`src/hdl/tni_ram.sv`:
```
// Generic single-write, single-read synchronous RAM with registered read data.
// No dependencies.
module tni_ram #(
    parameter int WIDTH = 64,
    parameter int DEPTH = 64
) (
    input  logic                                  clk,
    input  logic                                  we,
    input  logic [(DEPTH > 1 ? $clog2(DEPTH) : 1)-1:0] waddr,
    input  logic [WIDTH-1:0]                      wdata,
    input  logic                                  re,
    input  logic [(DEPTH > 1 ? $clog2(DEPTH) : 1)-1:0] raddr,
    output logic [WIDTH-1:0]                      rdata
);
    logic [WIDTH-1:0] mem [DEPTH];

    // Write and registered read
    always_ff @(posedge clk)
    begin
        if (we)
        begin
            mem[waddr] <= wdata;
        end
        if (re)
        begin
            rdata <= mem[raddr];
        end
    end
endmodule

```
`config.mk`:
```
export PLATFORM = sky130hd
export DESIGN_NAME = tni_ram
export DESIGN_NICKNAME = d
export VERILOG_FILES = /design/src/hdl/tni_ram.sv
export SDC_FILE = /design/constraint.sdc
export NUM_CORES = 2
export LEC_CHECK = 0
export BUFFER_PORTS_ARGS = -buffer_cell sky130_fd_sc_hd__buf_4
export CORE_AREA = 2 2 727 729
export CTS_CLUSTER_DIAMETER = 150
export CTS_CLUSTER_SIZE = 30
export DETAILED_ROUTE_END_ITERATION = 16
export DIE_AREA = 0 0 729 731
export SLEW_MARGIN = 20
export SYNTH_ARGS = -nofsm -noshare
export SYNTH_HDL_FRONTEND = slang
export SYNTH_SLANG_ARGS = --single-unit
export TNS_END_PERCENT = 30
```
`constraint.sdc`:
```
create_clock -name clk -period 9.6 [get_ports clk]
set_input_delay 0 -clock clk [delete_from_list [all_inputs] [get_ports clk]]
set_output_delay 0 -clock clk [all_outputs]
set_load 0.02 [all_outputs]
```
# Yosys cells after proc, flatten, opt, wreduce, memory -nomap -nowiden
# Memories as Yosys holds them, arrays and structs flattened. A register that Yosys moved wholly into a read port is not among the register bits.
# Cells that the tools add are included.
classes:
  muxes: 2
ops:
  columns: ["operator", "n"]
  rows:
  - ["1-bit 2-to-1 mux", 2]
totals:
  ram_bits: 4096
  output_inout_bits: 64
  mem_count: 1
  register_bits: 0
  word_cells: 3
mem_list:
  columns: ["memory", "depth", "width", "rd", "rd_ports_with_merged_regs", "wr", "line_no", "rtl"]
  rows:
  - ["mem", 64, 64, 1, 1, 1, "15", "logic [WIDTH-1:0] mem [DEPTH];"]

# Depth between registers and ports, before layout
depth:
  depth_word: 2
  ltp_mapped: 9

# Worst setup path after synthesis
# No wires, ideal clock.
synth_path:
  kind: "input to register"
  from: "input waddr[3] in the netlist's numbering"
  to: "memory mem[48][0] (enable)"
  cell_stages: 4
  n_path_buf: 1
  arrival_time_ps: 4872
  slack_ps: 4164
  cell_sequence: "clkbuf_1 -> nor2b_1 -> nand4b_1 -> nor3_1"
synth_rtl:
  columns: ["element", "line_no", "rtl"]
  rows:
  - ["start: declaration", "9", "input logic [(DEPTH > 1 ? $clog2(DEPTH) : 1)-1:0] waddr,"]
  - ["end: declaration", "15", null]
# Straight into the memory's write port.

# Final worst setup path
layout_path:
  from: "input waddr[4] in the netlist's numbering"
  to: "memory mem[50][55] (enable)"
# Straight into the memory's write port.

==> impl_metrics.tcl <==
set metrics [dict create \
    drt.antenna.violating_nets 0 \
    clock_tree_from_tritoncts "yes" \
    globalRouteTotalUtil 0.1616 \
    crit_path_end_kind "flop" \
    clk-insertion-delay-late_ns 0.93 \
    fillerInstances 48700 \
    place_worst_setup_slack_ns 5.521 \
    die_width_um 729 \
    portBuffers 142 \
    warnings_synthesis 0 \
    synthCells 6598 \
    clock_tree.htree_level_count 4 \
    outcome "finished clean" \
    worst-endpoint-arrival_ns 4.65 \
    core_area_um2 526200 \
    setup_fix_bufs_post_cts 0 \
    die_height_um 731 \
    synth_area_per_cell_um2 23.79 \
    critPathRequiredTime_ns 10.11 \
    post_drt_via_cell_ratio 5.363 \
    first_pass_iters 6 \
    grt_pass1_wl_mm 606.3 \
    clk_pin_slew_ns 0.10 \
    grt_start_max_net_pins 116 \
    crit-reg2reg-launch "mem[13][46]$_DFFE_PP_" \
    areaGrowthSynthToFinish_pct 9.867 \
    mostFrequentLayoutCells "sky130_fd_sc_hd__edfxtp_1, sky130_fd_sc_hd__mux4_2, sky130_fd_sc_hd__buf_4" \
    drcViolationCount 0 \
    fin_crit_sh 0.4313 \
    mostFrequentLayoutCell "sky130_fd_sc_hd__edfxtp_1" \
    final.min_clock_period_ns 4.141 \
    report.final.setup_viol 0 \
    maxCapViolCount 0 \
    dp_hpwl_mm 241.1 \
    yosys_register_bits 4160 \
    fin_max_slew_vios 0 \
    syn-num-nets 6677 \
    clk_root_buffer_cell "sky130_fd_sc_hd__clkbuf_16" \
    global_route.overflow_total 0 \
    worst-slew-pin-transition_ns 1.224 \
    totalNegativeSetupSlack_ns 0 \
    routedWlPerCell_um 32.08 \
    post-route-worst-setup-slack_ns 5.459 \
    hold-worst-slack_ns 0.1070 \
    final_nets 6891 \
    startpoint "waddr[4]" \
    cts_buffers 161 \
    beginning_of_the_worst_hold_path "raddr[5]" \
    power.density_cell_area_nw_per_um2 176.0 \
    static-leakage-power_uw 0.05092 \
    drive_gt1_frac 0.2412 \
    critical_path_class "primary input to flop" \
    grt_pass1_vias 73320 \
    rows 267 \
    floorplan.initialDensity 0.2984 \
    wl_mm 443.7 \
    final_hold_viol_count 0 \
    synth.yosys.seq_area_share 0.7957 \
    dr.first_iter.drc_count 10760 \
    antenna_found_initial 57 \
    yosysUniqueCellTypes 32 \
    num_io_pins 143 \
    holdCritPathClass "primary input to flop" \
    path_max_fanout 27 \
    highest_ir_drop_seen_on_vdd_v 0.0001255 \
    place_congestion 0.7697 \
    dr_total_vias 74190 \
    skew_ns 0.08059 \
    tritoncts_num_sinks 4160 \
    unrepaired_setup_endpoints_after_global_routing "false" \
    setup.worst_path.start_class "primary input" \
    highest_attainable_clock_frequency_mhz 241.5 \
    synthesized_area_um2 157000 \
    die_footprint_um2 532900 \
    max-slew-margin-rel 0.1839 \
    clockBufferDepth 4 \
]
cell families (layout without fill, tap and decap cells):
group,after synthesis,count (layout),share of synthesized area
muxes,1159,1159,0.1555
and+or+nand+nor,386,386,0.01235
AOI/OAI and AO/OA,504,504,0.02467
other,0,15,0
DFF,4160,4160,0.7957
buffers and inverters,389,615,0.01176
final cells by class:
cell class              count  area (um^2)  area share
inverters                  19        71.32   0.0004135
flip-flops and latches   4160       124900      0.7243
multi-input cells        2049        30790      0.1785
diodes                     15        37.54   0.0002176
repair buffers            421         3655     0.02119
well taps                6994         8751     0.05074
clock buffers             165         4108     0.02382
clock inverters            10        150.1   0.0008705
cell usage after synthesis:
cell / number / share of area
sky130_fd_sc_hd__nand3_1: 45 / 0.0014
sky130_fd_sc_hd__o22ai_1: 83 / 0.0033
sky130_fd_sc_hd__or3_1: 29 / 0.0012
sky130_fd_sc_hd__edfxtp_1: 4160 / 0.80
sky130_fd_sc_hd__nor3_1: 2 / 0.000064
sky130_fd_sc_hd__a211oi_1: 63 / 0.0030
sky130_fd_sc_hd__a41oi_1: 26 / 0.0015
sky130_fd_sc_hd__clkbuf_1: 140 / 0.0033
sky130_fd_sc_hd__o221ai_1: 38 / 0.0021
sky130_fd_sc_hd__a2bb2oi_1: 19 / 0.0011
sky130_fd_sc_hd__buf_6: 6 / 0.00043
sky130_fd_sc_hd__buf_1: 20 / 0.00048
sky130_fd_sc_hd__a31o_1: 1 / 0.000056
sky130_fd_sc_hd__nand3b_1: 2 / 0.000096
sky130_fd_sc_hd__and2_1: 3 / 0.00012
sky130_fd_sc_hd__a22oi_1: 168 / 0.0080
sky130_fd_sc_hd__or3b_2: 1 / 0.000056
sky130_fd_sc_hd__nand4_1: 2 / 0.000080
sky130_fd_sc_hd__or2_2: 28 / 0.0011
sky130_fd_sc_hd__a22o_1: 88 / 0.0049
sky130_fd_sc_hd__nand4b_1: 1 / 0.000056
sky130_fd_sc_hd__nand2b_1: 11 / 0.00044
sky130_fd_sc_hd__mux4_2: 1024 / 0.15
sky130_fd_sc_hd__a31oi_1: 18 / 0.00072
sky130_fd_sc_hd__mux2i_1: 135 / 0.0086
sky130_fd_sc_hd__nor2_1: 112 / 0.0027
sky130_fd_sc_hd__nor2b_1: 28 / 0.0011
sky130_fd_sc_hd__and3_1: 64 / 0.0026
sky130_fd_sc_hd__buf_4: 34 / 0.0016
sky130_fd_sc_hd__nand2_1: 58 / 0.0014
sky130_fd_sc_hd__buf_2: 170 / 0.0054
sky130_fd_sc_hd__inv_1: 19 / 0.00045
metal layers:
layer,GRT usage,routed length (um),part of all wire
met5,0,183,0.00041
met4,0.03987,11890,0.027
met3,0.02232,36930,0.083
met2,0.2734,219200,0.49
met1,0.2207,175500,0.40
stage by stage:
step	std cells	utilization	total power, uW	cell area [um^2]
after floorplan	6598	-	21540	157000
after global placement	13560	0.3179	22320	167200
after detailed placement	13560	0.3181	22370	167400
after CTS	13820	0.3277	30560	172400
after global routing	13820	0.3278	31180	172500
final	13830	0.3278	30360	172500
flip-flops by register name, summed over array words and instances, names as in the netlist:
name and count:
rdata 64, mem 4096
power by group:
part	leakage, uW	internal (uW)	switching (uW)
combinational	0.0114	649	1110
sequential	0.0375	20100	84.1
clock	0.00209	3130	5270
worst max-delay path: stages:
cell                            delay [ns]
sky130_fd_sc_hd__dlygate4sd3_1        0.71
sky130_fd_sc_hd__buf_4                0.20
sky130_fd_sc_hd__nor2b_1              0.20
sky130_fd_sc_hd__dlygate4sd3_1        0.57
sky130_fd_sc_hd__nand4b_1             0.24
sky130_fd_sc_hd__dlygate4sd3_1        0.73
sky130_fd_sc_hd__nor2_4               0.59
sky130_fd_sc_hd__buf_4                0.61
sky130_fd_sc_hd__buf_4                0.73
path summary, 6_finish.rpt:
kind         cells after the start  slack (ns)               endpoint
max                              9        5.46  mem[50][55]$_DFFE_PP_
min                              4        0.11    rdata[39]$_DFFE_PP_
max reg2reg                      5        7.25    rdata[46]$_DFFE_PP_
min reg2reg                      4        0.92    rdata[50]$_DFFE_PP_
repair_timing:
item                                   in CTS  in global routing
hold buffers                               80                  0
endpoints found under the hold margin    4322                  0
gates resized for setup                     0                  0
(Power assumes the default switching activity.)
