### config.mk
export PLATFORM = sky130hd
export DESIGN_NAME = tni_alu
export DESIGN_NICKNAME = d
export VERILOG_FILES = /design/src/hdl/tni_pkg.sv /design/src/hdl/tni_alu.sv
export SDC_FILE = /design/constraint.sdc
export NUM_CORES = 2
export LEC_CHECK = 0
export BUFFER_PORTS_ARGS = -buffer_cell sky130_fd_sc_hd__buf_2
export CAP_MARGIN = 30
export CORE_MARGIN = 5
export CORE_UTILIZATION = 65
export DETAILED_ROUTE_END_ITERATION = 16
export PLACE_DENSITY = 0.83
export SETUP_SLACK_MARGIN = 0.2
export SYNTH_ARGS = -nofsm -noshare
export SYNTH_HDL_FRONTEND = slang
export SYNTH_SLANG_ARGS = --single-unit
### constraint.sdc
create_clock -name clk -period 35.4 [get_ports clk]
set_input_delay 5.31 -clock clk [delete_from_list [all_inputs] [get_ports clk]]
set_output_delay 5.31 -clock clk [all_outputs]
set_load 0.02 [all_outputs]
### src/hdl/tni_pkg.sv
// Shared types, codes and saturating Q32.32 helpers of the thermal network integrator.
// No dependencies; imported by tni_alu, thermal_network_integrator, tni_checker and testbench.
package tni_pkg;

    // Item function codes
    localparam logic [1:0] FN_OP    = 2'd0;
    localparam logic [1:0] FN_WRITE = 2'd1;
    localparam logic [1:0] FN_RUN   = 2'd2;
    localparam logic [1:0] FN_READ  = 2'd3;

    // Operation kinds
    localparam logic [2:0] K_COUPLE = 3'd0;
    localparam logic [2:0] K_SINK   = 3'd1;
    localparam logic [2:0] K_HEAT   = 3'd2;
    localparam logic [2:0] K_PHEAT  = 3'd3;
    localparam logic [2:0] K_THEAT  = 3'd4;

    // Result status codes
    localparam logic [1:0] ST_OK    = 2'd0;
    localparam logic [1:0] ST_RANGE = 2'd1;
    localparam logic [1:0] ST_SAT   = 2'd2;

    // Configuration register indexes
    localparam logic [1:0] CFG_TIME = 2'd0;
    localparam logic [1:0] CFG_PRED = 2'd1;
    localparam logic [1:0] CFG_OPS  = 2'd2;
    localparam logic [1:0] CFG_STEP = 2'd3;

    localparam logic signed [63:0] Q_MAX = 64'sh7FFF_FFFF_FFFF_FFFF;
    localparam logic signed [63:0] Q_MIN = 64'sh8000_0000_0000_0000;

    // One entry of the operation table
    typedef struct packed {
        logic [2:0]         kind;
        logic [5:0]         power;
        logic [5:0]         source;
        logic [5:0]         target;
        logic signed [63:0] c1;
        logic signed [63:0] c2;
    } tni_op_t;

    localparam int OP_W = $bits(tni_op_t);

    // Saturating result with its flag
    typedef struct packed {
        logic               sat;
        logic signed [63:0] val;
    } tni_sres_t;

    // Arithmetic unit request and status
    typedef struct packed {
        logic start;
        logic div;
    } tni_alu_req_t;

    typedef struct packed {
        logic done;
        logic sat;
    } tni_alu_stat_t;

    function automatic tni_sres_t q_add(input logic signed [63:0] a,
                                        input logic signed [63:0] b);
        logic signed [64:0] s;
        tni_sres_t r;
        s = {a[63], a} + {b[63], b};
        r.sat = (s[64] != s[63]);
        r.val = r.sat ? (s[64] ? Q_MIN : Q_MAX) : s[63:0];
        return r;
    endfunction

    function automatic tni_sres_t q_sub(input logic signed [63:0] a,
                                        input logic signed [63:0] b);
        logic signed [64:0] s;
        tni_sres_t r;
        s = {a[63], a} - {b[63], b};
        r.sat = (s[64] != s[63]);
        r.val = r.sat ? (s[64] ? Q_MIN : Q_MAX) : s[63:0];
        return r;
    endfunction

    // Halve, truncating toward zero
    function automatic logic signed [63:0] q_half(input logic signed [63:0] x);
        logic signed [63:0] t;
        t = x + {63'd0, x[63]};
        return t >>> 1;
    endfunction

    // Apply sign to a magnitude, saturating
    function automatic tni_sres_t signed_from(input logic [63:0] m, input logic neg,
                                              input logic over);
        tni_sres_t r;
        if (neg) begin
            r.sat = over || (m > 64'h8000_0000_0000_0000);
            r.val = r.sat ? Q_MIN : -$signed(m);
        end
        else begin
            r.sat = over || m[63];
            r.val = r.sat ? Q_MAX : $signed(m);
        end
        return r;
    endfunction

endpackage

### src/hdl/tni_alu.sv
// Shared multi-cycle Q32.32 multiplier (four 32x32 partial products) and
// bit-serial divider (one quotient bit a cycle). Depends on tni_pkg.
module tni_alu (
    input  logic                   clk,
    input  logic                   rst_n,
    input  tni_pkg::tni_alu_req_t  req,
    input  logic signed [63:0]     a,
    input  logic signed [63:0]     b,
    output tni_pkg::tni_alu_stat_t stat,
    output logic signed [63:0]     result
);
    import tni_pkg::*;

    localparam logic [2:0] A_IDLE = 3'd0;
    localparam logic [2:0] A_MUL  = 3'd1;
    localparam logic [2:0] A_DIV  = 3'd2;
    localparam logic [2:0] A_FIN  = 3'd3;
    localparam logic [2:0] A_OUT  = 3'd4;

    logic [2:0]         st_reg, st_next;
    logic [5:0]         cnt_reg, cnt_next;
    logic [63:0]        ua_reg, ua_next, ub_reg, ub_next;
    logic               neg_reg, neg_next, div_reg, div_next;
    logic [63:0]        pp_reg, pp_next;
    logic [1:0]         sh_reg, sh_next;
    logic [127:0]       acc_reg, acc_next;
    logic [63:0]        r_reg, r_next, lo_reg, lo_next, q_reg, q_next;
    logic signed [63:0] res_reg, res_next;
    logic               sat_reg, sat_next;

    logic [63:0]  ma, mb, r2, ha, hb;
    logic [127:0] pp_sh;
    tni_sres_t    fin;

    assign ma = a[63] ? (64'd0 - a) : a;
    assign mb = b[63] ? (64'd0 - b) : b;
    assign ha = cnt_reg[1] ? {32'd0, ua_reg[63:32]} : {32'd0, ua_reg[31:0]};
    assign hb = cnt_reg[0] ? {32'd0, ub_reg[63:32]} : {32'd0, ub_reg[31:0]};
    assign r2 = {r_reg[62:0], lo_reg[63]};

    // Place the previous partial product
    always_comb
    begin
        case (sh_reg)
            2'd1:    pp_sh = {32'd0, pp_reg, 32'd0};
            2'd2:    pp_sh = {pp_reg, 64'd0};
            default: pp_sh = {64'd0, pp_reg};
        endcase
    end

    assign fin = div_reg ? signed_from(q_reg, neg_reg, 1'b0)
                         : signed_from(acc_reg[95:32], neg_reg, |acc_reg[127:96]);

    // Sequence multiply and divide
    always_comb
    begin
        st_next  = st_reg;
        cnt_next = cnt_reg;
        ua_next  = ua_reg;
        ub_next  = ub_reg;
        neg_next = neg_reg;
        div_next = div_reg;
        pp_next  = pp_reg;
        sh_next  = sh_reg;
        acc_next = acc_reg;
        r_next   = r_reg;
        lo_next  = lo_reg;
        q_next   = q_reg;
        res_next = res_reg;
        sat_next = sat_reg;
        unique case (st_reg)
            A_IDLE:
            begin
                if (req.start)
                begin
                    ua_next  = ma;
                    ub_next  = mb;
                    neg_next = a[63] ^ b[63];
                    div_next = req.div;
                    cnt_next = '0;
                    acc_next = '0;
                    q_next   = '0;
                    if (!req.div)
                    begin
                        st_next = A_MUL;
                    end
                    else if (b == 64'sd0)
                    begin
                        res_next = a[63] ? Q_MIN : Q_MAX;
                        sat_next = 1'b1;
                        st_next  = A_OUT;
                    end
                    else if ({32'd0, ma[63:32]} >= mb)
                    begin
                        res_next = (a[63] ^ b[63]) ? Q_MIN : Q_MAX;
                        sat_next = 1'b1;
                        st_next  = A_OUT;
                    end
                    else
                    begin
                        r_next  = {32'd0, ma[63:32]};
                        lo_next = {ma[31:0], 32'd0};
                        st_next = A_DIV;
                    end
                end
            end
            A_MUL:
            begin
                if (cnt_reg != 6'd4)
                begin
                    pp_next = ha[31:0] * hb[31:0];
                    sh_next = {1'b0, cnt_reg[1]} + {1'b0, cnt_reg[0]};
                end
                if (cnt_reg != 6'd0)
                begin
                    acc_next = acc_reg + pp_sh;
                end
                cnt_next = cnt_reg + 6'd1;
                if (cnt_reg == 6'd4)
                begin
                    st_next = A_FIN;
                end
            end
            A_DIV:
            begin
                if (r_reg[63] || (r2 >= ub_reg))
                begin
                    r_next = r2 - ub_reg;
                    q_next = {q_reg[62:0], 1'b1};
                end
                else
                begin
                    r_next = r2;
                    q_next = {q_reg[62:0], 1'b0};
                end
                lo_next  = {lo_reg[62:0], 1'b0};
                cnt_next = cnt_reg + 6'd1;
                if (cnt_reg == 6'd63)
                begin
                    st_next = A_FIN;
                end
            end
            A_FIN:
            begin
                res_next = fin.val;
                sat_next = fin.sat;
                st_next  = A_OUT;
            end
            A_OUT:
            begin
                st_next = A_IDLE;
            end
            default:
            begin
                st_next = A_IDLE;
            end
        endcase
    end

    // Hold control and datapath state
    always_ff @(posedge clk or negedge rst_n)
    begin
        if (!rst_n)
        begin
            st_reg <= A_IDLE;
        end
        else
        begin
            st_reg <= st_next;
        end
    end

    always_ff @(posedge clk)
    begin
        cnt_reg <= cnt_next;
        ua_reg  <= ua_next;
        ub_reg  <= ub_next;
        neg_reg <= neg_next;
        div_reg <= div_next;
        pp_reg  <= pp_next;
        sh_reg  <= sh_next;
        acc_reg <= acc_next;
        r_reg   <= r_next;
        lo_reg  <= lo_next;
        q_reg   <= q_next;
        res_reg <= res_next;
        sat_reg <= sat_next;
    end

    assign stat.done = (st_reg == A_OUT);
    assign stat.sat  = sat_reg;
    assign result    = res_reg;
endmodule

# Word-level counts from Yosys, hierarchy flattened
# Cells that the tools add are included.
totals:
  register_bits: 590
  input_bits: 132
  output_inout_bits: 66
  word_cells: 115
classes:
  addsub: 8
  multipliers: 1
  magnitude_cmp: 4
  n_eq_ne: 17
  muxes: 50
  bitwise: 1
  reduce_logical: 20
ops:
  columns: ["operator", "n"]
  rows:
  - ["$mux 64", 21]
  - ["$pmux 128 s2", 2]
  - ["$pmux 64 s2", 4]
  - ["$mux 128", 2]
  - ["$mux 65", 3]
  - ["$add 128x128->128", 1]
  - ["$gt 64x64->1 const B", 2]
  - ["$neg 64->64", 2]
  - ["$sub 1x64->64 const A", 2]
  - ["$ge 32x64->1", 1]
  - ["$ge 64x64->1", 1]
  - ["$logic_not 64->1", 1]
  - ["$mul 32x32->64", 1]
  - ["$mux 32", 2]
  - ["$sub 64x64->64", 1]
  - ["$mux 63", 1]
  - ["$reduce_or 32->1", 1]
  - ["$mux 3", 6]
  - ["$ne 2x2->1 const B", 7]
  - ["$pmux 3 s4", 1]
  - ["$pmux 6 s2", 1]
  - ["$reduce_and 2->1", 4]
  - ["$reduce_bool 2->1", 4]
  - ["$add 6x1->6 const B", 1]
  - ["other kinds (21)", 29]

# Longest topological paths before layout
depth:
  depth_word: 8
  ltp_mapped: 36
  depth_no_buf: 32

# Worst setup path before layout
# OpenSTA, ideal clock, no wires.
synth_timing:
  kind: "input-to-reg"
  start: "input a[12]"
  end: "register lo_reg[32], enable pin"
  setup_time_ns: 0.692
  arrival_ns: 16.783
  t_required_ns: 34.708
  setup_slack_ns: 17.925
  stages: 23
  path_buffers: 0
  cell_sequence: "or4_1 -> nor3_1 -> nand4bb_1 -> or2_1 -> nor3_1 -> nand3_1 -> or2_2 -> nand2b_1 -> o31ai_1 -> xnor2_1 -> ha_1 -> a21o_1 -> a21oi_1 -> nor2b_1 -> o21ai_0 -> nand2b_1 -> a21oi_1 -> nor2b_1 -> o21ai_0 -> nand3_1 -> o2111ai_1 -> nand4_1 -> o31ai_1"
synth_between:
  elab_chain_len: 5
synth_rtl:
  columns: ["element", "line", "source"]
  rows:
  - ["start, declared", "tni_alu.sv:7", "input logic signed [63:0] a,"]
  - ["$sub 1x64->64", "tni_alu.sv:35", "assign ma = a[63] ? (64'd0 - a) : a;"]
  - ["$mux 64", "tni_alu.sv:35", null]
  - ["net ma[57]", "tni_alu.sv:31", "logic [63:0] ma, mb, r2, ha, hb;"]
  - ["$ge 32x64->1", "tni_alu.sv:93", "else if ({32'd0, ma[63:32]} >= mb)"]
  - ["$ne 2x2->1 (no line)", null, null]
  - ["$reduce_and 5->1 (no line)", null, null]
  - ["end signal, assigned", "tni_alu.sv:184", "lo_reg <= lo_next;"]
  - ["end, declared", "tni_alu.sv:27", "logic [63:0] r_reg, r_next, lo_reg, lo_next, q_reg, q_next;"]
# The timed path passes the listed nets, and every way through them passes these cells.
# A chain may end at the register's enable or synchronous reset.

# Worst setup path in the final report
layout_timing:
  start: "input a[12]"
  end: "register lo_reg[36], enable pin"
# Same word-level chain as after synthesis.

==> out/metrics.csv <==
metric,value,unit
status,"finished, final reports clean",
fmax,78.6,MHz
cts-resized-gates,0,
rows,123,
slew_headroom,13.3,%
worst_r2r_path_depth,28,
synth_edf_count,555,
ys_ff_latch,558,
yosysUniqueCellTypes,92,
initial_core_util,65.5,%
worst_pin_slew,1290,ps
synth-main-ff-cell,edfxtp_1,
wl_per_cell,26.9,um
largest_reg_flops,128,
synthCells,8356,
hp-class,reg2reg,
slew_violations,0,
area_growth,6.97,%
cts-root-buf,clkbuf_16,
grt_overflow,0,
ios,198,
holdBufCountCts,0,
grt_setup_unrepaired,no,
clockBufferDepth,3,
vias,64900,
arrival,13060,ps
die-area,120000,sq um
die_x,347,um
grt_pass1_wl,396,mm
worst-endpoint-required,35740,ps
min_period_over_period,35.9,%
grtUsageTotal,43.2,%
period_needed,12720,ps
drc,0,
wl,265,mm
postCtsSetupBuffers,0,
synth_top_area_share,24.4,%
crit_fanout,50,
nNetsFinal,9823,
drive_above_1_share,7.23,%
clock_latency,750,ps
yosysWarningCount,0,
synth_seq_area_share,22.7,%
dr.pass1.iters,6,
postRouteAntennaNets,0,
viasPerCell,6.59,
synth_largest_area_cell,fa_1,
worstHoldPathCells,1,
coreArea,113000,sq um
grt_pass1_vias,65400,
fin_skew,78.1,ps
fin_setup_tns,0,ps
setup_viol,0,
avgSynthCellArea,8.83,sq um
drt_iter0_drc,7423,
grt_max_degree,129,
async_reset_ff_share,0.538,%
io_buffers,197,
die_h,347,um
clkSinkCount,558,
syn_nets,9880,
h-tree-depth,3,
crit_type,in2reg,
cts_buffers,69,
drv_cap,0,
clk_pin_slew_worst_paths,60,ps
antenna_found_initial,4,
finalHoldViolCount,0,
crit_path_end_kind,flop,
gp_congestion,1.04,
syn_area,73800,sq um
cts_tree,yes,
cp-start-kind,input port,
ys_top_cells_by_area,"fa_1, edfxtp_1, ha_1",
dp_hpwl,207,mm
[worst max-delay path, stage by stage]
cell	delay, ps
buf_2	130
or4_1	560
nor3_1	480
nand4bb_1	200
or2_1	380
nor3_1	400
nand3_1	260
or2_2	380
nand2b_1	240
o31ai_1	320
xnor2_1	260
ha_1	330
a21o_1	180
a21oi_1	150
nor2b_1	60
o21ai_0	140
nand2b_1	80
a21oi_1	150
nor2b_1	60
o21ai_0	130
nand3_1	90
o2111ai_1	740
nand4_1	320
o31ai_4	330
buf_4	630
buf_4	670
[final cells by class]
type / count / area (sq um)
Antenna cell: 2 / 5.00
Clock buffer: 72 / 1740
Clock inverter: 51 / 686
Fill cell: 8735 / 33700
Inverter: 1078 / 4050
Multi-Input combinational cell: 6274 / 51800
Sequential cell: 558 / 16700
Tap cell: 1500 / 1880
Timing Repair Buffer: 318 / 2050
[cells by family after synthesis]
logic type / synth area share (%)
adder cells (fa/ha/maj): 32.7
buffers and inverters: 7.77
AO/OA/AOI/OAI: 14.5
AND/OR/NAND/NOR: 16.8
flip-flops: 22.7
XOR/XNOR: 4.24
multiplexers: 1.27
[cell usage in the layout (no fill, tap or decap), drive strengths merged, types with 19 or more instances in the layout]
master / count
a31oi: 58
or3: 72
o21ai: 381
a211oi: 36
nor4: 43
nand2b: 36
a221oi: 67
nor2b: 54
mux2i: 51
clkbuf: 72
buf: 318
a21o: 178
a21oi: 491
nor2: 1130
nor3: 121
a22o: 64
xor2: 119
a21boi: 44
nand4: 113
or2: 30
xnor2: 238
nand3: 73
edfxtp: 555
fa: 898
and3: 88
o31ai: 117
clkinv: 29
nand2: 818
inv: 1083
or4: 30
and2: 91
o21a: 38
mux2: 38
o21bai: 64
o41ai: 19
ha: 494
[cell usage after synthesis (all sizes together), types with 67 or more instances]
master,n
inv,1078
fa,898
nor3,121
clkbuf,422
and2,91
o21ai,381
ha,494
xor2,119
nand3,73
a21o,178
nor2,1130
o31ai,117
nand4,113
a21oi,491
and3,88
edfxtp,555
or3,72
xnor2,238
a221oi,67
nand2,818
[path summary, 6_finish.rpt]
path | endpoint | slack [ps] | startpoint
worst min-delay path | lo_reg[54] | 560 | lo_reg[53]
worst min register to register | lo_reg[54] | 560 | lo_reg[53]
worst max register to register | pp_reg[60] | 24540 | cnt_reg[1]
worst max-delay path | lo_reg[36] | 22680 | a[12]
min in group asynchronous | st_reg[1] | 4400 | rst_n
max in group asynchronous | st_reg[2] | 30780 | rst_n
[metrics by stage]
| stage | hold slack, ps | util (%) | cell area [sq um] | setup WS, ps | std cells |
|---|---|---|---|---|---|
| after floorplan | 525 | - | 73800 | 17930 | 8356 |
| after global placement | 530 | 67.7 | 76300 | 22400 | 9716 |
| after detailed placement | 541 | 67.9 | 76500 | 22210 | 9726 |
| after CTS | 555 | 70.1 | 78900 | 22950 | 9849 |
| after global routing | 574 | 70.1 | 78900 | 22190 | 9851 |
| final | 557 | 70.1 | 79000 | 22680 | 9853 |
[layer usage]
layer	wire length, um	vias up	share of wire [%]	GRT usage [%]
met5	34	-	0.013	0
met4	30100	4	11	37.6
met3	28600	1298	11	11.3
met2	117000	4356	44	67.1
met1	88900	31300	34	49.9
li1	-	28000	-	-
Power is not shown: default switching activity piles up to over one toggle a cycle in this logic, so the estimate is an artifact.
